`config.mk`:
```
export PLATFORM = sky130hd
export DESIGN_NAME = sss_front
export DESIGN_NICKNAME = d
export VERILOG_FILES = /design/src/sv/sss_pkg.sv /design/src/sv/sss_front.sv
export SDC_FILE = /design/constraint.sdc
export NUM_CORES = 2
export LEC_CHECK = 0
export ABC_AREA = 1
export BUFFER_PORTS_ARGS = -buffer_cell sky130_fd_sc_hd__buf_4
export CAP_MARGIN = 30
export CORE_MARGIN = 2
export CORE_UTILIZATION = 62
export CTS_CLUSTER_DIAMETER = 80
export CTS_CLUSTER_SIZE = 10
export DETAILED_ROUTE_END_ITERATION = 6
export GPL_TIMING_DRIVEN = 0
export PLACE_DENSITY = 0.87
export SYNTH_ARGS = -nofsm -noshare
export SYNTH_HDL_FRONTEND = slang
export SYNTH_SLANG_ARGS = --single-unit
```
`constraint.sdc`:
```
create_clock -name clk -period 13.93 [get_ports clk]
set_clock_uncertainty 0.2 [all_clocks]
set_input_delay 2.786 -clock clk [delete_from_list [all_inputs] [get_ports clk]]
set_output_delay 2.786 -clock clk [all_outputs]
set_load 0.01 [all_outputs]
```
`src/sv/sss_pkg.sv`:
```
// Shared types and constants for the sample set statistics block.
// Depends on nothing; every other file in this folder imports it.
package sss_pkg;

	localparam int MAX_SAMPLES = 4096;
	localparam int SMP_W       = 16;
	localparam int CNT_W       = 13;
	localparam int MASK_W      = 6;
	localparam int COST_W      = 44;
	localparam int SABS_W      = 28;
	localparam int SSUM_W      = 29;
	localparam int SSQ_W       = 43;
	localparam int SDE_W       = 46;

	// Shared divider and square root sizes.
	localparam int DVD_W       = 88;
	localparam int DVS_W       = 25;
	localparam int DIV_CNT_W   = $clog2(DVD_W + 1);
	localparam int RAD_W       = 64;
	localparam int ROOT_W      = 32;
	localparam int SQRT_CNT_W  = $clog2(ROOT_W + 1);

	// Objective mask bit positions.
	localparam int OBJ_MAX  = 0;
	localparam int OBJ_SUM  = 1;
	localparam int OBJ_MEAN = 2;
	localparam int OBJ_RMS  = 3;
	localparam int OBJ_STD  = 4;
	localparam int OBJ_TMP  = 5;

	localparam logic [COST_W-1:0] COST_MAX = '1;

	// Accumulators of one finished set, handed from front to back.
	typedef struct packed {
		logic [CNT_W-1:0]         cnt;
		logic [SMP_W-1:0]         max_abs;
		logic [SABS_W-1:0]        sum_abs;
		logic signed [SSUM_W-1:0] ssum;
		logic [SSQ_W-1:0]         ssq;
		logic [SDE_W-1:0]         sde;
		logic [MASK_W-1:0]        mask;
	} snap_t;

	// One result item.
	typedef struct packed {
		logic [COST_W-1:0] cost;
		logic              empty_mask;
	} res_t;

endpackage

```
`src/sv/sss_front.sv`:
```
// Front part: holds the objective mask and accumulates one sample per cycle while the queue is not full.
// Depends on sss_pkg; hands each finished set to the queue as an snap_t.
module sss_front import sss_pkg::*; (
	input  logic                    clk,
	input  logic                    arst_n,
	input  logic signed [SMP_W-1:0] sample,
	input  logic                    last,
	input  logic                    push,
	output logic                    full,
	input  logic                    cfg_we,
	input  logic [MASK_W-1:0]       cfg_data,
	input  logic                    q_full,
	output logic                    snap_push,
	output snap_t                   snap
);

	logic [MASK_W-1:0]        mask_q;
	logic [CNT_W-1:0]         cnt_q;
	logic [SMP_W-1:0]         max_q;
	logic [SABS_W-1:0]        sabs_q;
	logic signed [SSUM_W-1:0] ssum_q;
	logic [SSQ_W-1:0]         ssq_q;
	logic [SDE_W-1:0]         sde_q;
	logic signed [SMP_W-1:0]  prev_q;
	logic signed [SMP_W-1:0]  older_q;

	logic                     accept;
	logic                     acc_en;
	logic signed [SMP_W-1:0]  neg_smp;
	logic [SMP_W-1:0]         mag;
	logic signed [17:0]       dm;
	logic signed [17:0]       dm_neg;
	logic [16:0]              dm_abs;
	logic [31:0]              sq_mag;
	logic [33:0]              sq_dm;
	snap_t                    cur;
	snap_t                    nxt;

	assign full   = q_full;
	assign accept = push && !q_full;
	assign acc_en = cnt_q < CNT_W'(MAX_SAMPLES);

	// Magnitude and second difference of the incoming sample.
	assign neg_smp = -sample;
	assign mag     = sample[SMP_W-1] ? neg_smp : sample;
	assign dm      = {{2{older_q[SMP_W-1]}}, older_q} + {{2{sample[SMP_W-1]}}, sample}
	                 - {prev_q[SMP_W-1], prev_q, 1'b0};
	assign dm_neg  = -dm;
	assign dm_abs  = dm[17] ? dm_neg[16:0] : dm[16:0];
	assign sq_mag  = mag * mag;
	assign sq_dm   = dm_abs * dm_abs;

	// Current and updated accumulators.
	always_comb begin
		cur.cnt     = cnt_q;
		cur.max_abs = max_q;
		cur.sum_abs = sabs_q;
		cur.ssum    = ssum_q;
		cur.ssq     = ssq_q;
		cur.sde     = sde_q;
		cur.mask    = mask_q;
		nxt         = cur;
		nxt.cnt     = cnt_q + CNT_W'(1);
		nxt.max_abs = (mag > max_q) ? mag : max_q;
		nxt.sum_abs = sabs_q + SABS_W'(mag);
		nxt.ssum    = ssum_q + SSUM_W'(sample);
		nxt.ssq     = ssq_q + SSQ_W'(sq_mag);
		nxt.sde     = (cnt_q >= CNT_W'(2)) ? sde_q + SDE_W'(sq_dm) : sde_q;
	end

	assign snap      = acc_en ? nxt : cur;
	assign snap_push = accept && last;

	// Configuration register.
	always_ff @(posedge clk or negedge arst_n) begin
		if (!arst_n) begin
			mask_q <= MASK_W'(1);
		end else if (cfg_we) begin
			mask_q <= cfg_data;
		end
	end

	// Accumulator update; a set end clears everything for the next set.
	always_ff @(posedge clk or negedge arst_n) begin
		if (!arst_n) begin
			cnt_q   <= '0;
			max_q   <= '0;
			sabs_q  <= '0;
			ssum_q  <= '0;
			ssq_q   <= '0;
			sde_q   <= '0;
			prev_q  <= '0;
			older_q <= '0;
		end else if (accept) begin
			if (last) begin
				cnt_q   <= '0;
				max_q   <= '0;
				sabs_q  <= '0;
				ssum_q  <= '0;
				ssq_q   <= '0;
				sde_q   <= '0;
				prev_q  <= '0;
				older_q <= '0;
			end else if (acc_en) begin
				cnt_q   <= nxt.cnt;
				max_q   <= nxt.max_abs;
				sabs_q  <= nxt.sum_abs;
				ssum_q  <= nxt.ssum;
				ssq_q   <= nxt.ssq;
				sde_q   <= nxt.sde;
				prev_q  <= sample;
				older_q <= prev_q;
			end
		end
	end

endmodule

```
==> results.yml <==
critical_path:
  end_kind: "output port"
  critPathLaunchType: "input port"
  critPathRequiredTime_ns: 10.94
  cpPeakStageDelay_ns: 1.09
  worstReg2RegEnd: "sde_q[10]"
  reg2reg_from: "older_q[3]"
  reg2reg_slack_ns: 4.27
  cpMaxStageDelayCell: "a21oi_1"
  crit_type: "in -> out"
  cp.arrival_ns: 12.17
  worstPathMaxFanout: 7
  worstRegToRegCells: 39
  critPathMostFrequentCell: "inv_1"
sta:
  worst_pin_slew_ns: 1.46
  fmax_mhz: 66.0
  rsz0062_at_grt: "yes"
  setup_ws_ns: -1.23
  setup_viol: 38
  period_share: 1.09
  tns_ns: -30.12
  slew_headroom: 0.0280
  hold_viol: 0
  period_needed_ns: 15.16
  slew_viol_final: 0
yosys:
  synth_seq_area_share: 0.154
  ys_top_cells_by_count: "inv_1, nand2_1, fa_1"
  yosysUniqueCellTypes: 60
  async_flop_share: 1.00
  postSynthAreaPerCell_sq_um: 7.33
  synth_xor_area_frac: 0.0255
  synth_area_leaders: "fa_1, dfrtp_1, inv_1"
  synthMostInstantiatedCell: "inv_1"
  synth.yosys.warnings: 0
  synth_compound_area_frac: 0.118
  synthCells: 4725
  synth-simple-area-share: 0.209
  synth-edff-count: 0
  ys_ff_latch: 213
  synthesis.area_sq_um: 34600
  synth_fa_ha_area_frac: 0.359
  synth_top_family_by_area: "adder cells"
  synth_top_area_frac: 0.252
  synthMuxAreaShare: 0.00195
  yosys.area.top_type: "fa_1"
  synth_flop_cell: "dfrtp_1"
route:
  via_per_inst: 6.22
  dr.pass1.iters: 7
  drt-initial-drc-count: 5058
  post-route-drc-count: 395
  detail_route.wl_per_cell_um: 23.6
  ant_nets: 0
  wirelength_mm: 139
  vias: 36557
clocking:
  root_buffer: "clkbuf_16"
  path_clk_slew_ns: 0.06
  cts_buffers: 29
  cts_hold_buffers: 0
  htree_levels: 1
  clock_sinks: 213
  cts_buffer_depth: 3
  cts_tree: "done"
  clk_latency_ns: 0.62
cells_and_area:
  drive_gt1_frac: 0.169
  nets: 5862
  nFillCells: 3855
  syn2layout_area_growth_pct: 19.4
worst_hold_path:
  holdCritPathClass: "reg -> reg"
  hold_depth: 1
  hold_start: "mask_q[1]"
  hold-path-endpoint: "mask_q[1]"
global_route:
  grt_pass1_wl_mm: 187
  grt_use_total: 0.427
  antenna_found_initial: 10
  grt-ovfl-total: 0
  grt_pass1_vias: 34656
  grt_max_degree: 91
floorplan:
  die_w_um: 240
  die_area_sq_um: 57800
  io_pins: 211
  rows: 86
  die_h_um: 240
  start_util: 0.627
  core_sq_um: 55200
placement:
  port_buffers: 209
  dp_hpwl_mm: 94.6
  gp_congestion: 1.01
  pre_cts_slack_ns: -1.28
status:
  status: "finished, violations left"
  violations: "design-rule violations, negative setup slack"
job:
  drv_cap: 0
cell type report:
| class | count | area [sq um] | area share |
|---|---|---|---|
| multi-input cells | 3320 | 26500 | 0.641 |
| flip-flops and latches | 213 | 5330 | 0.129 |
| inverters | 1079 | 4170 | 0.101 |
| repair buffers | 336 | 2830 | 0.0683 |
| well taps | 748 | 936 | 0.0226 |
| clock buffers | 42 | 825 | 0.0199 |
| plain buffers | 123 | 639 | 0.0155 |
| clock inverters | 8 | 77.6 | 0.00188 |
| diodes | 11 | 27.5 | 0.000666 |
worst max-delay path: cells and delay by family:
kind,cells,cell delay [ns]
xor+xnor,1,0.28
fa+ha+maj,8,3.51
simple gates,8,1.60
compound gates,7,2.29
buf+inv,14,1.65
cells in the final DEF, fill, tap and decap left out, types with 18 or more instances in the layout:
cell       count
inv_1        992
nand2_1      915
fa_1         427
o21ai_0      336
buf_4        304
nor2_1       285
ha_1         264
dfrtp_1      212
nand3_1      174
a21oi_1      139
clkbuf_1      98
nand2_2       90
o22ai_1       90
inv_2         59
xor2_1        49
nor2_2        45
xnor2_1       39
nor3_1        38
nand4_1       33
nand2_4       33
nor2_4        32
ha_4          32
clkbuf_16     31
a21oi_2       27
or2_2         22
o21ai_1       22
nand3b_1      19
buf_6         19
nand3_2       18
a21o_1        18
per-stage QoR:
| step | util | hold slack (ns) | cell area, sq um | std cells |
|---|---|---|---|---|
| floorplan | - | 0.257 | 34700 | 4735 |
| global placement | 0.673 | 0.273 | 37200 | 5692 |
| detailed placement | 0.675 | 0.297 | 37300 | 5698 |
| CTS | 0.711 | 0.317 | 39200 | 5786 |
| global route | 0.749 | 0.340 | 41300 | 5871 |
| finish | 0.749 | 0.315 | 41400 | 5880 |
registers in the layout (all words and copies together) (netlist names):
| name | flops |
|---|---|
| sabs_q | 28 |
| prev_q | 16 |
| older_q | 16 |
| sde_q | 46 |
| mask_q | 6 |
| ssum_q | 29 |
| cnt_q | 13 |
| max_q | 16 |
| ssq_q | 43 |
layer usage:
metal  part of all wire  vias to the layer above  track usage
li1                   -                    15401            -
met1               0.33                    17093        0.516
met2               0.42                     2996        0.658
met3               0.15                     1034        0.134
met4              0.096                       33        0.281
met5             0.0049                        -      0.00346
cells by family after synthesis:
| family | Yosys count |
|---|---|
| simple gates | 1738 |
| buf+inv | 1202 |
| compound gates | 733 |
| fa+ha+maj | 732 |
| flops | 213 |
| xor+xnor | 99 |
| mux | 6 |
| other cells | 2 |
worst max-delay path by stage:
stage	slack [ns]	from	cells past startpoint	end
finish	-1.23	sample[13]	38	snap[16]
global route	-1.13	sample[2]	45	snap[39]
CTS	0.002	sample[9]	42	snap[49]
detailed placement	-1.28	sample[15]	39	snap[49]
global placement	-1.19	sample[15]	39	snap[49]
floorplan	0.71	sample[15]	41	snap[49]
repair_timing:
item	in CTS	in global routing
cloned	0	2
pin swaps	39	195
setup buffers	38	74
hold endpoints to repair	0	0
gates resized for setup	160	406
setup endpoints to repair	62	61
Power is not shown: default switching activity piles up to over one toggle a cycle in this logic, so the estimate is an artifact.
