--- config.mk ---
export PLATFORM = sky130hd
export DESIGN_NAME = sss_queue
export DESIGN_NICKNAME = d
export VERILOG_FILES = /design/src/sv/sss_pkg.sv /design/src/sv/sss_queue.sv
export SDC_FILE = /design/constraint.sdc
export NUM_CORES = 1
export LEC_CHECK = 0
export ABC_AREA = 1
export ABC_CLOCK_PERIOD_IN_PS = 12560
export BUFFER_PORTS_ARGS = -buffer_cell sky130_fd_sc_hd__buf_2
export CAP_MARGIN = 20
export CORE_ASPECT_RATIO = 0.6
export CORE_MARGIN = 5
export CORE_UTILIZATION = 35
export DETAILED_ROUTE_END_ITERATION = 8
export GPL_ROUTABILITY_DRIVEN = 0
export PLACE_DENSITY = 0.61
export RECOVER_POWER = 50
export SLEW_MARGIN = 20
export SYNTH_ARGS = -nofsm -noshare
export SYNTH_HDL_FRONTEND = slang
export SYNTH_SLANG_ARGS = --single-unit
--- constraint.sdc ---
create_clock -name clk -period 12.56 [get_ports clk]
set_clock_uncertainty 0.15 [all_clocks]
set_input_delay 2.512 -clock clk [delete_from_list [all_inputs] [get_ports clk]]
set_output_delay 2.512 -clock clk [all_outputs]
set_load 0.03 [all_outputs]
--- src/sv/sss_pkg.sv ---
// Shared types and constants for the sample set statistics block.
// Depends on nothing; every other file in this folder imports it.
package sss_pkg;

	localparam int MAX_SAMPLES = 4096;
	localparam int SMP_W       = 16;
	localparam int CNT_W       = 13;
	localparam int MASK_W      = 6;
	localparam int COST_W      = 44;
	localparam int SABS_W      = 28;
	localparam int SSUM_W      = 29;
	localparam int SSQ_W       = 43;
	localparam int SDE_W       = 46;

	// Shared divider and square root sizes.
	localparam int DVD_W       = 88;
	localparam int DVS_W       = 25;
	localparam int DIV_CNT_W   = $clog2(DVD_W + 1);
	localparam int RAD_W       = 64;
	localparam int ROOT_W      = 32;
	localparam int SQRT_CNT_W  = $clog2(ROOT_W + 1);

	// Objective mask bit positions.
	localparam int OBJ_MAX  = 0;
	localparam int OBJ_SUM  = 1;
	localparam int OBJ_MEAN = 2;
	localparam int OBJ_RMS  = 3;
	localparam int OBJ_STD  = 4;
	localparam int OBJ_TMP  = 5;

	localparam logic [COST_W-1:0] COST_MAX = '1;

	// Accumulators of one finished set, handed from front to back.
	typedef struct packed {
		logic [CNT_W-1:0]         cnt;
		logic [SMP_W-1:0]         max_abs;
		logic [SABS_W-1:0]        sum_abs;
		logic signed [SSUM_W-1:0] ssum;
		logic [SSQ_W-1:0]         ssq;
		logic [SDE_W-1:0]         sde;
		logic [MASK_W-1:0]        mask;
	} snap_t;

	// One result item.
	typedef struct packed {
		logic [COST_W-1:0] cost;
		logic              empty_mask;
	} res_t;

endpackage

--- src/sv/sss_queue.sv ---
// Two-entry queue of finished sets between the front and the back.
// Depends on sss_pkg for snap_t.
module sss_queue import sss_pkg::*; (
	input  logic  clk,
	input  logic  arst_n,
	input  logic  push,
	input  snap_t din,
	input  logic  pop,
	output snap_t dout,
	output logic  full,
	output logic  empty
);

	snap_t      ent_q [2];
	logic       wr_q;
	logic       rd_q;
	logic [1:0] cnt_q;
	logic       do_push;
	logic       do_pop;

	assign full    = cnt_q == 2'd2;
	assign empty   = cnt_q == 2'd0;
	assign do_push = push && !full;
	assign do_pop  = pop && !empty;
	assign dout    = ent_q[rd_q];

	// Entry storage.
	always_ff @(posedge clk) begin
		if (do_push) begin
			ent_q[wr_q] <= din;
		end
	end

	// Pointers and fill count.
	always_ff @(posedge clk or negedge arst_n) begin
		if (!arst_n) begin
			wr_q  <= 1'b0;
			rd_q  <= 1'b0;
			cnt_q <= 2'd0;
		end else begin
			if (do_push) begin
				wr_q <= !wr_q;
			end
			if (do_pop) begin
				rd_q <= !rd_q;
			end
			cnt_q <= cnt_q + {1'b0, do_push} - {1'b0, do_pop};
		end
	end

endmodule

==> results_dict.tcl, run 1 <==
set metrics [dict create \
    grt_pass1_vias 8381 \
    num-fill-cells 3419 \
    place_area_sq_um 15700 \
    via_per_inst 4.42 \
    cts_tree "done" \
    yosysTopAreaCell "edfxtp_1" \
    drt_pass1_iterations 9 \
    preCtsSetupSlack_ns 6.88 \
    fin_crit_ns 7.61 \
    antenna_found_initial 8 \
    areaGrowthSynthToFinish_pct 24.1 \
    path_class "flop to output port" \
    grt_first_pass_wirelength_um 48200 \
    initial_utilization_pct 35.6 \
    slew_headroom_pct -101 \
    rows 55 \
    htreeDepth 2 \
    cts.sinks 366 \
    finalPower_mw 4.49 \
    ctsResizeCount 0 \
    overflow 0 \
    end_kind "output port" \
    cpPeakStageDelay_ns 2.18 \
    hold_viol 0 \
    path_cells "clkbuf_1 > buf_4 > nand2_1 > nand2_1 > buf_2" \
    power.leakage_nw 6.88 \
    wl_um 32000 \
    syn-cell-area_sq_um 13400 \
    path_max_fanout 64 \
    ys_top_cells_by_count "556 x nand2_1, 362 x edfxtp_1, 22 x buf_4" \
    ios 368 \
    post-place-cells 1825 \
    fin_crit_sh_pct 60.6 \
    synth_most_common_cell "nand2_1" \
    hp-class "flop to flop" \
    violations "max-capacitance violations, max-slew violations" \
    initialDrtViolationCount 510 \
    worst_setup_path_start_kind "flop" \
    drcViolationCount 0 \
    synth-edff-count 362 \
    ys_seq_area_share_pct 81.6 \
    dp_hpwl_um 20700 \
    rsz0062_at_grt "no" \
    grtUsageTotal_pct 14.3 \
    fin_ws_ns 4.95 \
    drtAntennaViolNets 0 \
    report.final.slew_viol_count 128 \
    final_layout_size_suffix_gt1_share_pct 23.0 \
    clkLatencyLatePin_ns 0.51 \
    synthFlopType "edfxtp_1" \
    pwr_density_cell_nw_per_um2 269 \
    nets 1537 \
    cts_root_buf "clkbuf_16" \
    grt_max_degree 182 \
    clockBufferDepth 3 \
    arrival_ns 4.95 \
    port_buffers 367 \
    synth_top_area_share_pct 80.8 \
    vias 8357 \
    cts_made_buffers 36 \
    fin_cells 1892 \
    worstPathRequired_ns 9.90 \
    setup_viol 0 \
    synth_area_per_cell_sq_um 13.7 \
    dieArea_sq_um 42600 \
    wl_per_cell_um 16.9 \
    ir_worst_vdd_v 0.000155 \
    async_flop_share_pct 1.09 \
    cp_slowest_cell "clkbuf_1" \
    outcome "finished, violations left" \
    syn_inst 979 \
    finalSetupTns_ns 0 \
    die_w_um 263 \
    cap_violations 2 \
    ys_ff_latch 366 \
    die_y_um 162 \
    syn-num-nets 1166 \
    cts.clk_slew.worst_paths_ns 0.06 \
    cts_hold_buf 0 \
    worst_pin_slew_ns 3.01 \
    fmax_ghz 0.131 \
    core_sq_um 37800 \
    ys_types 11 \
    post_cts_buffers 0 \
    yosys-top-cells-area "edfxtp_1 81%, nand2_1 16%, buf_4 1.2%" \
    final_cell_area_sq_um 16700 \
    crit_top_cell "nand2_1" \
    ys.warnings.count 0 \
]
==> area by class of cell <==
type	count	area [sq um]	share of cell area (%)
clock buffers	50	995	5.96
repair buffers	373	1760	10.5
flip-flops and latches	366	11000	65.8
well taps	513	642	3.85
multi-input cells	562	2130	12.8
diodes	2	5.00	0.0300
inverters	11	47.5	0.285
clock inverters	15	130	0.780
==> state kept, by name, indices dropped and copies added, names as in the netlist <==
name   cells
ent_q    362
cnt_q      2
rd_q       1
wr_q       1
==> worst paths after layout <==
check | to | slack, ns | startpoint | cells past startpoint
setup / recovery | dout[111] | 4.95 | rd_q | 5
hold / removal | wr_q | 0.34 | wr_q | 2
setup reg to reg | ent_q[0][53] | 7.40 | cnt_q[0] | 6
hold reg to reg | wr_q | 0.34 | wr_q | 2
max in group asynchronous | rd_q | 10.33 | arst_n | 1
min in group asynchronous | wr_q | 1.69 | arst_n | 1
==> metal layers <==
metal / global-route usage [%] / vias up / wire [um]
met1: 18.7 / 3963 / 13500
met3: 4.45 / 62 / 2390
met2: 23.6 / 276 / 15400
met4: 3.87 / 4 / 703
li1: - / 4052 / -
met5: 0 / - / 28
==> per-stage QoR <==
stage | hold slack (ns) | utilization [%]
floorplan | 0.292 | -
global placement | 0.309 | 41.6
detailed placement | 0.310 | 41.6
CTS | 0.333 | 44.5
global route | 0.366 | 44.2
finish | 0.335 | 44.2
==> layout by cell type, fill, tap and decap left out, drive strengths merged <==
master	Yosys	layout
nor2	1	1
bufinv	0	2
nand2	556	556
clkinv	0	9
clkinvlp	0	3
inv	11	12
ha	2	2
edfxtp	362	362
clkbuf	0	157
nand3	3	3
buf	40	266
dfrtp	4	4
diode	0	2
==> power breakdown <==
part / total [mW] / internal [mW] / switching [mW]
Clock: 1.03 / 0.597 / 0.437
Sequential: 1.76 / 1.67 / 0.0861
Combinational: 1.70 / 0.384 / 1.31
Total: 4.49 / 2.66 / 1.84
==> critical path, delay by kind of cell (launching register included) <==
kind                   cells  cell delay (ns)
buffers and inverters      3             3.25
DFF                        1             0.87
and+or+nand+nor            2             0.22
==> cells by family (layout without fill, tap and decap cells) <==
| group | Yosys count | after routing | share of synthesized area (%) |
|---|---|---|---|
| AND/OR/NAND/NOR | 560 | 560 | 15.7 |
| flip-flops | 366 | 366 | 81.6 |
| buffers and inverters | 51 | 449 | 2.58 |
| adder cells (fa/ha/maj) | 2 | 2 | 0.186 |
| other | 0 | 2 | 0 |
(Power assumes the default switching activity.)
==> inputs of run 2 (changes only) <==
Settings changed: ABC_CLOCK_PERIOD_IN_PS 12560 to 6600, PLACE_DENSITY 0.61 to 0.63.
Clock period 12.56 ns to 6.6 ns, I/O delays scaled along.
==> results_dict.tcl, run 2 (synthesis results as in run 1) <==
set metrics [dict create \
    preCtsSetupSlack_ns 2.74 \
    use_met1_pct 18.9 \
    top_usage_layer "met2" \
    worst_pin_slew_ns 2.98 \
    final_layout_size_suffix_gt1_share_pct 23.9 \
    gr-usage-met3_pct 4.69 \
    path_max_fanout 113 \
    largest_register "ent_q" \
    cts_tree "done" \
    grt_pass1_vias 8315 \
    wl_um 32100 \
    largest_register_ffs 362 \
    arrival_ns 2.97 \
    mostFrequentLayoutCell "nand2_1" \
    initialDrtViolationCount 600 \
    initial_utilization_pct 35.6 \
    via_per_inst 4.45 \
    mostFrequentLayoutCells "556 x nand2_1, 362 x edfxtp_1, 269 x buf_2" \
    path_class "flop to output port" \
    power.leakage_nw 6.95 \
    dp_hpwl_um 20900 \
    slew_headroom_pct -98.3 \
    areaGrowthSynthToFinish_pct 24.5 \
    top_regs "ent_q: 362 flops, cnt_q: 2 flops" \
    ctsResizeCount 0 \
    outcome "finished, violations left" \
    fin_ws_ns 2.16 \
    report.final.slew_viol_count 109 \
    finalPower_mw 8.60 \
    use_met2_pct 23.6 \
    crit_top_cell "nand2_1" \
    overflow 0 \
    cts.clk_slew.worst_paths_ns 0.06 \
    cp.buffers_inverters 3 \
    clockBufferDepth 3 \
    rsz0062_at_grt "no" \
    cpPeakStageDelay_ns 0.76 \
    cp_slowest_cell "dfrtp_4" \
    setup_viol 0 \
    grt_first_pass_wirelength_um 48200 \
    dieArea_sq_um 42600 \
    rows 55 \
    fmax_ghz 0.225 \
    pwr_density_cell_nw_per_um2 513 \
    cap_violations 1 \
    wl_per_cell_um 16.9 \
    cts_hold_buf 0 \
    die_w_um 263 \
    hp-class "flop to flop" \
    port_buffers 367 \
    finalSetupTns_ns 0 \
    htreeDepth 2 \
    fin_crit_sh_pct 67.2 \
    core_sq_um 37800 \
    violations "max-capacitance violations, max-slew violations" \
    ir_worst_vdd_v 0.000271 \
    cts_root_buf "clkbuf_16" \
    hold_viol 0 \
    drcViolationCount 0 \
    ios 368 \
    nets 1538 \
    cts_made_buffers 36 \
    grtUsageTotal_pct 14.3 \
    path_delay_family "buffers and inverters" \
    drtAntennaViolNets 0 \
    worstPathRequired_ns 5.13 \
    antenna_found_initial 6 \
    grt_max_degree 114 \
    worst_setup_path_start_kind "flop" \
    clkLatencyLatePin_ns 0.50 \
    drt_pass1_iterations 7 \
    path_cells "inv_6 > buf_12 > nand2_1 > nand2_1 > buf_2" \
    end_kind "output port" \
    die_y_um 162 \
    post_cts_buffers 0 \
    vias 8420 \
    fin_crit_ns 4.44 \
    cts.sinks 366 \
]
run 2: per-stage QoR:
step	cell area (sq um)	hold WS, ns	util, %	std cells
2_1_floorplan	13500	0.292	-	979
3_3_place_gp	15700	0.303	41.6	1826
3_5_place_dp	15700	0.320	41.6	1826
4_1_cts	16900	0.335	44.7	1891
5_1_grt	16700	0.353	44.3	1892
6_report	16700	0.336	44.3	1893
run 2: per-layer routing:
layer / part of all wire, % / vias to the layer above
li1: - / 4057
met1: 43 / 4013
met2: 48 / 296
met3: 7.6 / 50
met4: 1.6 / 4
met5: 0.062 / -
run 2: layout make-up:
type,count,area (sq um)
fill,3508,21000
multi-input combinational,562,2130
sequential,366,11000
inverter,11,51.3
antenna,2,5.00
tap,513,642
clock buffer,42,945
clock inverter,23,221
timing repair buffer,374,1780
run 2: power breakdown:
part	internal (mW)	leakage (nW)	switching, mW	total, mW
Clock	1.19	0.572	0.846	2.03
Combinational	0.718	2.96	2.48	3.20
Sequential	3.19	3.42	0.176	3.37
run 2: worst register-to-register path: cells and delay by family, from the launching register on:
kind / cells / cell delay, ns
simple gates: 3 / 0.36
buf+inv: 1 / 2.06
flops: 1 / 0.40
run 2: worst paths after layout:
kind,startpoint,to,slack [ns],cells after the start
setup / recovery,rd_q,dout[150],2.16,5
hold / removal,wr_q,wr_q,0.34,2
setup reg to reg,cnt_q[1],ent_q[1][142],3.05,4
hold reg to reg,wr_q,wr_q,0.34,2
max in group asynchronous,arst_n,rd_q,5.50,1
min in group asynchronous,arst_n,rd_q,0.52,1
==> inputs of run 3 (changes only) <==
Settings changed: ABC_CLOCK_PERIOD_IN_PS 6600 to 4550, PLACE_DENSITY 0.63 to 0.61.
Clock period 6.6 ns to 4.55 ns, I/O delays scaled along.
==> results_dict.tcl, run 3 (synthesis results as in run 1) <==
set metrics [dict create \
    drcViolationCount 0 \
    ctsResizeCount 0 \
    rrSetupSlack_ns 0.86 \
    cts_made_buffers 37 \
    hold_end "wr_q" \
    cp_slowest_cell "dfrtp_4" \
    htreeDepth 2 \
    drtAntennaViolNets 0 \
    grt_first_pass_wirelength_um 48500 \
    power.leakage_nw 6.94 \
    end_kind "output port" \
    fmax_ghz 0.265 \
    mostFrequentLayoutCell "nand2_1" \
    crit_top_cell "nand2_1" \
    pwr_density_cell_nw_per_um2 742 \
    hold_start "wr_q" \
    nets 1543 \
    post_cts_buffers 0 \
    final_layout_size_suffix_gt1_share_pct 23.5 \
    grt_max_degree 119 \
    arrival_ns 2.71 \
    grtUsageTotal_pct 14.4 \
    die_w_um 263 \
    r2r_start "cnt_q[1]" \
    setup_viol 0 \
    cts_root_buf "clkbuf_16" \
    vias 8368 \
    top_regs "ent_q: 362 flops, cnt_q: 2 flops" \
    mostFrequentLayoutCells "556 x nand2_1, 362 x edfxtp_1, 263 x buf_2" \
    initialDrtViolationCount 513 \
    cts.clk_slew.worst_paths_ns 0.06 \
    ir_worst_vdd_v 0.000418 \
    rows 55 \
    overflow 0 \
    largest_register_ffs 362 \
    core_sq_um 37800 \
    via_per_inst 4.41 \
    drt_pass1_iterations 7 \
    num-fill-cells 3478 \
    antenna_found_initial 4 \
    final_cell_area_sq_um 16800 \
    report.final.slew_viol_count 119 \
    die_y_um 162 \
    worst_pin_slew_ns 3.18 \
    violations "max-capacitance violations, max-slew violations" \
    hold_viol 0 \
    path_cells "inv_6 > buf_4 > nand2_1 > nand2_1 > buf_2" \
    outcome "finished, violations left" \
    worst_setup_path_start_kind "flop" \
    worstPathRequired_ns 3.49 \
    cts_tree "done" \
    dp_hpwl_um 21200 \
    fin_crit_ns 3.77 \
    wl_um 32000 \
    initial_utilization_pct 35.6 \
    cap_violations 1 \
    fin_crit_sh_pct 82.8 \
    wl_per_cell_um 16.8 \
    clkLatencyLatePin_ns 0.53 \
    cts_hold_buf 1 \
    rsz0062_at_grt "no" \
    dieArea_sq_um 42600 \
    slew_headroom_pct -112 \
    port_buffers 367 \
    cpPeakStageDelay_ns 0.72 \
    largest_register "ent_q" \
    place_area_sq_um 15800 \
    areaGrowthSynthToFinish_pct 24.8 \
    clockBufferDepth 3 \
    cts.sinks 366 \
    grt_pass1_vias 8431 \
    path_class "flop to output port" \
    hp-class "flop to flop" \
    reg2regPathDepth 4 \
    whs_path_depth 2 \
    ios 368 \
    finalSetupTns_ns 0 \
    r2r_end "ent_q[1][50]" \
    path_max_fanout 87 \
]
==> run 3: critical path, delay by kind of cell, from the launching register on <==
kind,cells,cell delay [ns]
DFF,1,0.72
and+or+nand+nor,2,0.15
buffers and inverters,3,1.19
==> run 3: per-stage QoR <==
stage	power [mW]	setup slack [ns]	hold WS [ns]	util, %	instances
floorplan	8.27	0.270	0.292	-	979
global placement	9.70	1.34	0.306	41.8	1829
detailed placement	9.74	1.31	0.319	41.8	1829
CTS	12.6	0.709	0.334	44.8	1896
global route	13.2	0.544	0.374	44.4	1897
finish	12.4	0.782	0.328	44.4	1898
==> run 3: layer usage <==
layer / global-route usage, % / part of all wire [%] / vias to the layer above / wire length [um]
met1: 19.3 / 43 / 3988 / 13900
met2: 23.2 / 47 / 265 / 15000
met3: 4.81 / 7.8 / 54 / 2500
met4: 3.31 / 1.7 / 4 / 531
met5: 0 / 0.066 / - / 21
li1: - / - / 4057 / -
==> run 3: power breakdown <==
part	leakage, nW	switching, mW	total (mW)	internal [mW]
Combinational	2.97	3.65	4.73	1.08
Clock	0.551	1.23	2.85	1.63
Sequential	3.42	0.234	4.86	4.63
==> run 3: area by class of cell <==
| cell class | count | area, sq um | share of cell area [%] |
|---|---|---|---|
| tap | 513 | 642 | 3.82 |
| antenna | 2 | 5.00 | 0.0298 |
| timing repair buffer | 378 | 1840 | 11.0 |
| clock buffer | 47 | 963 | 5.74 |
| clock inverter | 19 | 169 | 1.01 |
| sequential | 366 | 11000 | 65.4 |
| multi-input combinational | 562 | 2140 | 12.7 |
| inverter | 11 | 50.0 | 0.298 |
==> run 3: how the worst max path moves through the flow <==
stage | startpoint | end | slack [ns] | cells after the start
2_1_floorplan | push | ent_q[0][0] | 0.27 | 2
3_3_place_gp | rd_q | dout[39] | 1.34 | 5
3_5_place_dp | rd_q | dout[61] | 1.31 | 5
4_1_cts | rd_q | dout[61] | 0.71 | 5
5_1_grt | rd_q | dout[61] | 0.54 | 5
6_report | rd_q | dout[64] | 0.78 | 5
