===== src/sv/sss_pkg.sv =====
// Shared types and constants for the sample set statistics block.
// Depends on nothing; every other file in this folder imports it.
package sss_pkg;

	localparam int MAX_SAMPLES = 4096;
	localparam int SMP_W       = 16;
	localparam int CNT_W       = 13;
	localparam int MASK_W      = 6;
	localparam int COST_W      = 44;
	localparam int SABS_W      = 28;
	localparam int SSUM_W      = 29;
	localparam int SSQ_W       = 43;
	localparam int SDE_W       = 46;

	// Shared divider and square root sizes.
	localparam int DVD_W       = 88;
	localparam int DVS_W       = 25;
	localparam int DIV_CNT_W   = $clog2(DVD_W + 1);
	localparam int RAD_W       = 64;
	localparam int ROOT_W      = 32;
	localparam int SQRT_CNT_W  = $clog2(ROOT_W + 1);

	// Objective mask bit positions.
	localparam int OBJ_MAX  = 0;
	localparam int OBJ_SUM  = 1;
	localparam int OBJ_MEAN = 2;
	localparam int OBJ_RMS  = 3;
	localparam int OBJ_STD  = 4;
	localparam int OBJ_TMP  = 5;

	localparam logic [COST_W-1:0] COST_MAX = '1;

	// Accumulators of one finished set, handed from front to back.
	typedef struct packed {
		logic [CNT_W-1:0]         cnt;
		logic [SMP_W-1:0]         max_abs;
		logic [SABS_W-1:0]        sum_abs;
		logic signed [SSUM_W-1:0] ssum;
		logic [SSQ_W-1:0]         ssq;
		logic [SDE_W-1:0]         sde;
		logic [MASK_W-1:0]        mask;
	} snap_t;

	// One result item.
	typedef struct packed {
		logic [COST_W-1:0] cost;
		logic              empty_mask;
	} res_t;

endpackage


===== src/sv/sss_div.sv =====
// Restoring divider, one quotient bit per cycle.
// Depends on sss_pkg for its widths.
module sss_div import sss_pkg::*; (
	input  logic             clk,
	input  logic             arst_n,
	input  logic             start,
	input  logic [DVD_W-1:0] dividend,
	input  logic [DVS_W-1:0] divisor,
	output logic             busy,
	output logic             done,
	output logic [DVD_W-1:0] quotient
);

	logic [DVD_W-1:0]     quo_q;
	logic [DVS_W-1:0]     rem_q;
	logic [DVS_W-1:0]     dvs_q;
	logic [DIV_CNT_W-1:0] cnt_q;
	logic                 busy_q;
	logic                 done_q;
	logic [DVS_W:0]       rem_sh;
	logic [DVS_W:0]       diff;
	logic                 ge;

	assign rem_sh   = {rem_q, quo_q[DVD_W-1]};
	assign diff     = rem_sh - {1'b0, dvs_q};
	assign ge       = rem_sh >= {1'b0, dvs_q};
	assign busy     = busy_q;
	assign done     = done_q;
	assign quotient = quo_q;

	// One shift and trial subtraction per cycle.
	always_ff @(posedge clk or negedge arst_n) begin
		if (!arst_n) begin
			quo_q  <= '0;
			rem_q  <= '0;
			dvs_q  <= '0;
			cnt_q  <= '0;
			busy_q <= 1'b0;
			done_q <= 1'b0;
		end else if (start) begin
			quo_q  <= dividend;
			rem_q  <= '0;
			dvs_q  <= divisor;
			cnt_q  <= DIV_CNT_W'(DVD_W);
			busy_q <= 1'b1;
			done_q <= 1'b0;
		end else if (busy_q) begin
			quo_q  <= {quo_q[DVD_W-2:0], ge};
			rem_q  <= ge ? diff[DVS_W-1:0] : rem_sh[DVS_W-1:0];
			cnt_q  <= cnt_q - DIV_CNT_W'(1);
			busy_q <= cnt_q != DIV_CNT_W'(1);
			done_q <= cnt_q == DIV_CNT_W'(1);
		end else begin
			done_q <= 1'b0;
		end
	end

endmodule


===== src/sv/sss_sqrt.sv =====
// Floor square root, one result bit per cycle.
// Depends on sss_pkg for its widths.
module sss_sqrt import sss_pkg::*; (
	input  logic              clk,
	input  logic              arst_n,
	input  logic              start,
	input  logic [RAD_W-1:0]  radicand,
	output logic              busy,
	output logic              done,
	output logic [ROOT_W-1:0] root
);

	logic [RAD_W-1:0]      x_q;
	logic [ROOT_W+1:0]     rem_q;
	logic [ROOT_W-1:0]     root_q;
	logic [SQRT_CNT_W-1:0] cnt_q;
	logic                  busy_q;
	logic                  done_q;
	logic [ROOT_W+1:0]     rem_sh;
	logic [ROOT_W+1:0]     trial;
	logic                  ge;

	assign rem_sh = {rem_q[ROOT_W-1:0], x_q[RAD_W-1:RAD_W-2]};
	assign trial  = {root_q, 2'b01};
	assign ge     = rem_sh >= trial;
	assign busy   = busy_q;
	assign done   = done_q;
	assign root   = root_q;

	// Two radicand bits enter per cycle.
	always_ff @(posedge clk or negedge arst_n) begin
		if (!arst_n) begin
			x_q    <= '0;
			rem_q  <= '0;
			root_q <= '0;
			cnt_q  <= '0;
			busy_q <= 1'b0;
			done_q <= 1'b0;
		end else if (start) begin
			x_q    <= radicand;
			rem_q  <= '0;
			root_q <= '0;
			cnt_q  <= SQRT_CNT_W'(ROOT_W);
			busy_q <= 1'b1;
			done_q <= 1'b0;
		end else if (busy_q) begin
			x_q    <= {x_q[RAD_W-3:0], 2'b00};
			rem_q  <= ge ? rem_sh - trial : rem_sh;
			root_q <= {root_q[ROOT_W-2:0], ge};
			cnt_q  <= cnt_q - SQRT_CNT_W'(1);
			busy_q <= cnt_q != SQRT_CNT_W'(1);
			done_q <= cnt_q == SQRT_CNT_W'(1);
		end else begin
			done_q <= 1'b0;
		end
	end

endmodule


===== src/sv/sss_back.sv =====
// Back part: turns one finished set into a cost through a sequencer that
// shares one multiplier, sss_div and sss_sqrt. Depends on sss_pkg.
module sss_back import sss_pkg::*; (
	input  logic              clk,
	input  logic              arst_n,
	input  snap_t             head,
	input  logic              q_empty,
	output logic              q_pop,
	output logic [COST_W-1:0] cost,
	output logic              empty_mask,
	output logic              empty,
	input  logic              pop
);

	typedef enum logic [12:0] {
		ST_IDLE = 13'b0000000000001,
		ST_MEAN = 13'b0000000000010,
		ST_RMS  = 13'b0000000000100,
		ST_RSQ  = 13'b0000000001000,
		ST_MLO  = 13'b0000000010000,
		ST_MHI  = 13'b0000000100000,
		ST_MSQ  = 13'b0000001000000,
		ST_MNN  = 13'b0000010000000,
		ST_SDIV = 13'b0000100000000,
		ST_SSQ  = 13'b0001000000000,
		ST_TMP  = 13'b0010000000000,
		ST_AVG  = 13'b0100000000000,
		ST_WR   = 13'b1000000000000
	} state_t;

	state_t            state_q;
	snap_t             job_q;
	logic [63:0]       total_q;
	logic [55:0]       prod_q;
	logic [DVS_W-1:0]  nn_q;
	logic [2:0]        sel_q;
	logic              op_q;
	res_t              res_q;
	res_t              out_q;
	logic              out_valid_q;

	logic [2:0]        sel_head;
	logic [63:0]       base_head;
	logic [27:0]       mul_a;
	logic [27:0]       mul_b;
	logic [55:0]       mul_p;
	logic [SSUM_W-1:0] ssum_neg;
	logic [27:0]       ssum_abs;
	logic              tmp_en;
	logic              div_start;
	logic [DVD_W-1:0]  div_dvd;
	logic [DVS_W-1:0]  div_dvs;
	logic              div_busy;
	logic              div_done;
	logic [DVD_W-1:0]  div_quo;
	logic              sqrt_start;
	logic              sqrt_busy;
	logic              sqrt_done;
	logic [ROOT_W-1:0] sqrt_root;

	// Number of selected objectives and the terms that need no division.
	always_comb begin
		sel_head = 3'd0;
		for (int i = 0; i < MASK_W; i++) begin
			sel_head = sel_head + {2'b00, head.mask[i]};
		end
		base_head = (head.mask[OBJ_MAX] ? {32'd0, head.max_abs, 16'd0} : 64'd0)
		          + (head.mask[OBJ_SUM] ? {20'd0, head.sum_abs, 16'd0} : 64'd0);
	end

	assign q_pop    = (state_q == ST_IDLE) && !q_empty;
	assign ssum_neg = -job_q.ssum;
	assign ssum_abs = job_q.ssum[SSUM_W-1] ? ssum_neg[27:0] : job_q.ssum[27:0];
	assign tmp_en   = job_q.mask[OBJ_TMP] && (job_q.cnt >= CNT_W'(3));

	// Shared multiplier operands for the variance terms.
	always_comb begin
		mul_a = 28'(job_q.cnt);
		mul_b = 28'(job_q.cnt);
		unique case (state_q)
			ST_MLO: mul_b = 28'(job_q.ssq[20:0]);
			ST_MHI: mul_b = 28'(job_q.ssq[SSQ_W-1:21]);
			ST_MSQ: begin
				mul_a = ssum_abs;
				mul_b = ssum_abs;
			end
			default: mul_b = 28'(job_q.cnt);
		endcase
	end

	assign mul_p = mul_a * mul_b;

	// Divider operands by step.
	always_comb begin
		div_dvd = '0;
		div_dvs = DVS_W'(1);
		unique case (state_q)
			ST_MEAN: begin
				div_dvd = DVD_W'({job_q.sum_abs, 16'd0});
				div_dvs = DVS_W'(job_q.cnt);
			end
			ST_RMS: begin
				div_dvd = DVD_W'({job_q.ssq, 32'd0});
				div_dvs = DVS_W'(job_q.cnt);
			end
			ST_SDIV: begin
				div_dvd = DVD_W'({prod_q[54:0], 32'd0});
				div_dvs = nn_q;
			end
			ST_TMP: begin
				div_dvd = DVD_W'({job_q.sde, 14'd0});
				div_dvs = DVS_W'(job_q.cnt - CNT_W'(2));
			end
			ST_AVG: begin
				div_dvd = DVD_W'(total_q);
				div_dvs = DVS_W'(sel_q);
			end
			default: div_dvs = DVS_W'(1);
		endcase
	end

	assign div_start = !op_q && (((state_q == ST_MEAN) && job_q.mask[OBJ_MEAN])
	                   || ((state_q == ST_RMS) && job_q.mask[OBJ_RMS])
	                   || (state_q == ST_SDIV)
	                   || ((state_q == ST_TMP) && tmp_en)
	                   || (state_q == ST_AVG));
	assign sqrt_start = !op_q && ((state_q == ST_RSQ) || (state_q == ST_SSQ));

	sss_div u_div (
		.clk      (clk),
		.arst_n   (arst_n),
		.start    (div_start),
		.dividend (div_dvd),
		.divisor  (div_dvs),
		.busy     (div_busy),
		.done     (div_done),
		.quotient (div_quo)
	);

	sss_sqrt u_sqrt (
		.clk      (clk),
		.arst_n   (arst_n),
		.start    (sqrt_start),
		.radicand (div_quo[RAD_W-1:0]),
		.busy     (sqrt_busy),
		.done     (sqrt_done),
		.root     (sqrt_root)
	);

	// Sequencer over the selected metrics.
	always_ff @(posedge clk or negedge arst_n) begin
		if (!arst_n) begin
			state_q <= ST_IDLE;
			job_q   <= '0;
			total_q <= '0;
			prod_q  <= '0;
			nn_q    <= '0;
			sel_q   <= '0;
			op_q    <= 1'b0;
			res_q   <= '0;
		end else begin
			unique case (state_q)
				ST_IDLE: begin
					if (!q_empty) begin
						job_q <= head;
						sel_q <= sel_head;
						if (sel_head == 3'd0) begin
							res_q   <= '{cost: '0, empty_mask: 1'b1};
							state_q <= ST_WR;
						end else if (head.cnt == '0) begin
							res_q   <= '{cost: '0, empty_mask: 1'b0};
							state_q <= ST_WR;
						end else begin
							total_q <= base_head;
							state_q <= ST_MEAN;
						end
					end
				end
				ST_MEAN: begin
					if (!job_q.mask[OBJ_MEAN]) begin
						state_q <= ST_RMS;
					end else if (!op_q) begin
						op_q <= 1'b1;
					end else if (div_done) begin
						op_q    <= 1'b0;
						total_q <= total_q + div_quo[63:0];
						state_q <= ST_RMS;
					end
				end
				ST_RMS: begin
					if (!job_q.mask[OBJ_RMS]) begin
						state_q <= ST_MLO;
					end else if (!op_q) begin
						op_q <= 1'b1;
					end else if (div_done) begin
						op_q    <= 1'b0;
						state_q <= ST_RSQ;
					end
				end
				ST_RSQ: begin
					if (!op_q) begin
						op_q <= 1'b1;
					end else if (sqrt_done) begin
						op_q    <= 1'b0;
						total_q <= total_q + 64'(sqrt_root);
						state_q <= ST_MLO;
					end
				end
				ST_MLO: begin
					if (!job_q.mask[OBJ_STD]) begin
						state_q <= ST_TMP;
					end else begin
						prod_q  <= mul_p;
						state_q <= ST_MHI;
					end
				end
				ST_MHI: begin
					prod_q  <= prod_q + {mul_p[34:0], 21'd0};
					state_q <= ST_MSQ;
				end
				ST_MSQ: begin
					// n times the sum of squares less the squared sum.
					prod_q  <= prod_q - mul_p;
					state_q <= ST_MNN;
				end
				ST_MNN: begin
					nn_q    <= mul_p[DVS_W-1:0];
					state_q <= ST_SDIV;
				end
				ST_SDIV: begin
					if (!op_q) begin
						op_q <= 1'b1;
					end else if (div_done) begin
						op_q    <= 1'b0;
						state_q <= ST_SSQ;
					end
				end
				ST_SSQ: begin
					if (!op_q) begin
						op_q <= 1'b1;
					end else if (sqrt_done) begin
						op_q    <= 1'b0;
						total_q <= total_q + 64'(sqrt_root);
						state_q <= ST_TMP;
					end
				end
				ST_TMP: begin
					if (!tmp_en) begin
						state_q <= ST_AVG;
					end else if (!op_q) begin
						op_q <= 1'b1;
					end else if (div_done) begin
						op_q    <= 1'b0;
						total_q <= total_q + div_quo[63:0];
						state_q <= ST_AVG;
					end
				end
				ST_AVG: begin
					if (!op_q) begin
						op_q <= 1'b1;
					end else if (div_done) begin
						op_q           <= 1'b0;
						res_q.cost     <= (|div_quo[DVD_W-1:COST_W]) ? COST_MAX
						                  : div_quo[COST_W-1:0];
						res_q.empty_mask <= 1'b0;
						state_q        <= ST_WR;
					end
				end
				ST_WR: begin
					if (!out_valid_q) begin
						state_q <= ST_IDLE;
					end
				end
				default: state_q <= ST_IDLE;
			endcase
		end
	end

	// Output register; a waiting result holds until its transfer.
	always_ff @(posedge clk or negedge arst_n) begin
		if (!arst_n) begin
			out_valid_q <= 1'b0;
			out_q       <= '0;
		end else if ((state_q == ST_WR) && !out_valid_q) begin
			out_valid_q <= 1'b1;
			out_q       <= res_q;
		end else if (pop && out_valid_q) begin
			out_valid_q <= 1'b0;
		end
	end

	assign cost       = out_q.cost;
	assign empty_mask = out_q.empty_mask;
	assign empty      = !out_valid_q;

`ifndef SYNTHESIS
	a_div_idle_at_start: assert property (@(posedge clk) disable iff (!arst_n)
		div_start |-> !div_busy)
		else $error("divider started while busy");

	a_sqrt_idle_at_start: assert property (@(posedge clk) disable iff (!arst_n)
		sqrt_start |-> !sqrt_busy)
		else $error("square root started while busy");

	a_result_loaded: assert property (@(posedge clk) disable iff (!arst_n)
		((state_q == ST_WR) && !out_valid_q) |=> (out_valid_q && (state_q == ST_IDLE)))
		else $error("finished result not loaded into output register");

	a_result_held: assert property (@(posedge clk) disable iff (!arst_n)
		(out_valid_q && !pop) |=> (out_valid_q && $stable(out_q)))
		else $error("waiting result lost or changed before its transfer");
`endif

endmodule


===== config.mk =====
export PLATFORM = sky130hd
export DESIGN_NAME = sss_back
export DESIGN_NICKNAME = d
export VERILOG_FILES = /design/src/sv/sss_pkg.sv /design/src/sv/sss_div.sv /design/src/sv/sss_sqrt.sv /design/src/sv/sss_back.sv
export SDC_FILE = /design/constraint.sdc
export NUM_CORES = 2
export LEC_CHECK = 0
export BUFFER_PORTS_ARGS = -buffer_cell sky130_fd_sc_hd__buf_2
export CORE_UTILIZATION = 55
export DETAILED_ROUTE_END_ITERATION = 16
export HOLD_SLACK_MARGIN = 0.05
export PLACE_DENSITY = 0.75
export SLEW_MARGIN = 20
export SYNTH_ARGS = -nofsm -noshare
export SYNTH_HDL_FRONTEND = slang
export SYNTH_SLANG_ARGS = --single-unit

===== constraint.sdc =====
create_clock -name clk -period 11 [get_ports clk]
set_clock_uncertainty 0.1 [all_clocks]
set_input_delay 1.65 -clock clk [delete_from_list [all_inputs] [get_ports clk]]
set_output_delay 1.65 -clock clk [all_outputs]
set_load 0.01 [all_outputs]

==> flow_summary.json <==
{
  "outcome": "finished, violations left",
  "failed_checks": "negative setup slack",
  "worst_hold_path.endpoint": "res_q[25]",
  "start_util_pct": 55.51,
  "clock_latency_ns": 0.74,
  "route.detailed.drc": 0,
  "grt_pass1_wl_um": 382900,
  "drive_above_1_share_pct": 19.02,
  "ys_types": 112,
  "max_stage_delay_ns": 0.60,
  "synth-edff-count": 0,
  "hold_start": "res_q[25]",
  "fin_crit_ns": 11.33,
  "grt_usage_pct": 39.52,
  "synth_most_common_cell": "nand2_1",
  "crit_type": "reg2reg",
  "hold_buffers": 0,
  "antenna_found_initial": 10,
  "ys_seq_elements": 698,
  "tightest_slew_ns": 1.257,
  "area_growth_pct": 19.30,
  "vias": 64598,
  "drtIter0Drc": 6721,
  "crit_top_cell": "fa_1",
  "startpoint_type": "flip-flop",
  "ys.flop_type": "dfrtp_1",
  "final-seq-area_um2": 17480,
  "yosysTopAreaCell": "dfrtp_1",
  "setup_viol": 11,
  "synth_area_um2": 69880,
  "rrSetupSlack_ns": -0.33,
  "cts_made_buffers": 81,
  "dr.pass1.iters": 8,
  "cts_tree": "yes",
  "r2r_cells": 39,
  "core_area_um2": 125900,
  "fp-row-count": 130,
  "holdPathStages": 2,
  "fp.dieH_um": 358.5,
  "die_area_um2": 128500,
  "grt_max_degree": 142,
  "async_flop_share_pct": 100.0,
  "multi_input_area_um2": 48320,
  "timing.rr.end": "prod_q[54]",
  "drt-total-wl_um": 254000,
  "path_max_fanout": 24,
  "m1WireLength_um": 96270,
  "wire_per_inst_um": 23.52,
  "r2r_start": "job_q[110]",
  "crit_arrival_ns": 11.84,
  "finalHoldViolations": 0,
  "cts-root-buf": "clkbuf_16",
  "max_cap_viol_count": 0,
  "hold_path_class": "reg2reg",
  "portBuffers": 231,
  "clkTransAtPathRegs_ns": 0.06,
  "htree_num_levels": 3,
  "relSlewSlack_pct": 15.32,
  "worstSetupEndpointType": "flip-flop",
  "cp_top_family": "adder cells",
  "critical-path-slowest-cell": "fa_1",
  "wl_met2_um": 114600,
  "path_buf_inv": 7,
  "avgSynthCellArea_um2": 8.427,
  "yosys-top-cells-area": "dfrtp_1, fa_1, ha_1",
  "layout.nets": 10357,
  "synth_cells": 8293,
  "ys_seq_area_share_pct": 25.00,
  "nFillCells": 10484,
  "syn_nets": 9577,
  "dp_hpwl_um": 199700,
  "grt_pass1_vias": 64365,
  "io_pins": 232,
  "vias_per_cell": 5.983,
  "met3_length_um": 23410,
  "maxSlewViolCount": 0,
  "dp_slack_ns": -0.9287,
  "rsz0062_at_grt": "true",
  "worst_slack_ns": -0.3327,
  "top_layer": "met5",
  "clock_path_buffers": 3,
  "gp_congestion": 1.050,
  "synth_commonest_cells": "nand2_1, inv_1, nor2_1",
  "cts_sinks": 698,
  "fmax_ghz": 0.08824,
  "grt.overflow.total": 0,
  "chipWidth_um": 358.5,
  "synthDominantCellAreaShare_pct": 24.96,
  "ant_nets": 0,
  "crit_required_ns": 11.51,
  "yosysWarnings": 0,
  "final.period_utilization_pct": 103.0
}
[metal layers]
layer  global-route usage [%]  up-vias
met4                    25.97       10
met5                        0        -
met3                    7.756      782
li1                         -    28841
met1                    49.98    31817
met2                    61.84     3148
[tightest hold or removal path, delay by kind of cell (launching register included)]
| kind | cells | cell delay [ns] |
|---|---|---|
| compound gates | 1 | 0.06 |
| flops | 1 | 0.34 |
| simple gates | 1 | 0.04 |
[registers in the layout (all words and copies together), names as in the netlist, 7 cells and up]
| register | count |
|---|---|
| job_q | 163 |
| u_div.quotient | 88 |
| total_q | 64 |
| u_sqrt.x_q | 64 |
| prod_q | 55 |
| res_q | 45 |
| cost | 44 |
| u_sqrt.rem_q | 32 |
| u_sqrt.root | 32 |
| nn_q | 25 |
| u_div.dvs_q | 25 |
| u_div.rem_q | 25 |
| state_q | 13 |
| u_div.cnt_q | 7 |
[repair_timing]
action | 4_1_cts | 5_1_grt
resized for setup | 232 | 210
cloned | 0 | 0
endpoints found under the setup margin | 22 | 25
pin swaps | 105 | 162
buffers inserted | 42 | 30
endpoints found under the hold margin | 0 | 0
[worst max path at each step]
stage	from	end	slack (ns)	cells after the start
after detailed placement	job_q[99]	prod_q[54]	-0.93	48
after CTS	job_q[97]	prod_q[49]	-0.23	44
final	job_q[110]	prod_q[54]	-0.33	39
after floorplan	job_q[99]	prod_q[49]	-0.04	47
after global placement	state_q[12]	prod_q[50]	-0.68	46
after global routing	job_q[99]	prod_q[54]	-0.66	46
[placed cells by master, fill, tap and decap left out, drive strengths merged, types with 61 or more instances in the layout]
master	instances
nand3	102
xor2	124
nand2	1295
clkbuf	112
ha	418
xnor2	157
inv	1143
a21o	141
fa	681
a21oi	510
a211oi	121
nor3	85
nor2b	61
mux2i	177
and2	95
nand2b	69
dfrtp	697
nor2	728
o21ai	454
buf	1137
[layout make-up]
cell class,count,share of cell area [%]
Multi-Input combinational cell,6015,57.95
Sequential cell,698,20.96
Timing Repair Buffer,1137,10.18
Inverter,1140,5.153
Clock buffer,112,2.727
Tap cell,1650,2.476
Clock inverter,38,0.5328
Antenna cell,7,0.02101
[kinds of logic (layout without fill, tap and decap cells)]
| logic type | count (synthesis) | in the layout | synth area share [%] |
|---|---|---|---|
| fa+ha+maj | 1117 | 1117 | 27.26 |
| xor+xnor | 286 | 286 | 3.720 |
| compound gates | 1716 | 1716 | 15.60 |
| mux | 229 | 229 | 3.373 |
| flops | 698 | 698 | 25.00 |
| simple gates | 2667 | 2667 | 16.52 |
| buf+inv | 1580 | 2427 | 8.533 |
| other cells | 0 | 7 | 0 |
[per-stage QoR]
| stage | cells | area (um^2) | util [%] | hold WS [ns] | TNS [ns] |
|---|---|---|---|---|---|
| after floorplan | 8293 | 70020 | - | 0.3376 | -0.04186 |
| after global placement | 10568 | 78130 | 62.06 | 0.3492 | -7.165 |
| after detailed placement | 10568 | 78140 | 62.07 | 0.3561 | -12.37 |
| after CTS | 10760 | 82240 | 65.32 | 0.3723 | -1.514 |
| after global routing | 10791 | 83360 | 66.21 | 0.3894 | -7.829 |
| final | 10797 | 83370 | 66.22 | 0.3736 | -1.716 |
Power is not shown: default switching activity piles up to over one toggle a cycle in this logic, so the estimate is an artifact.
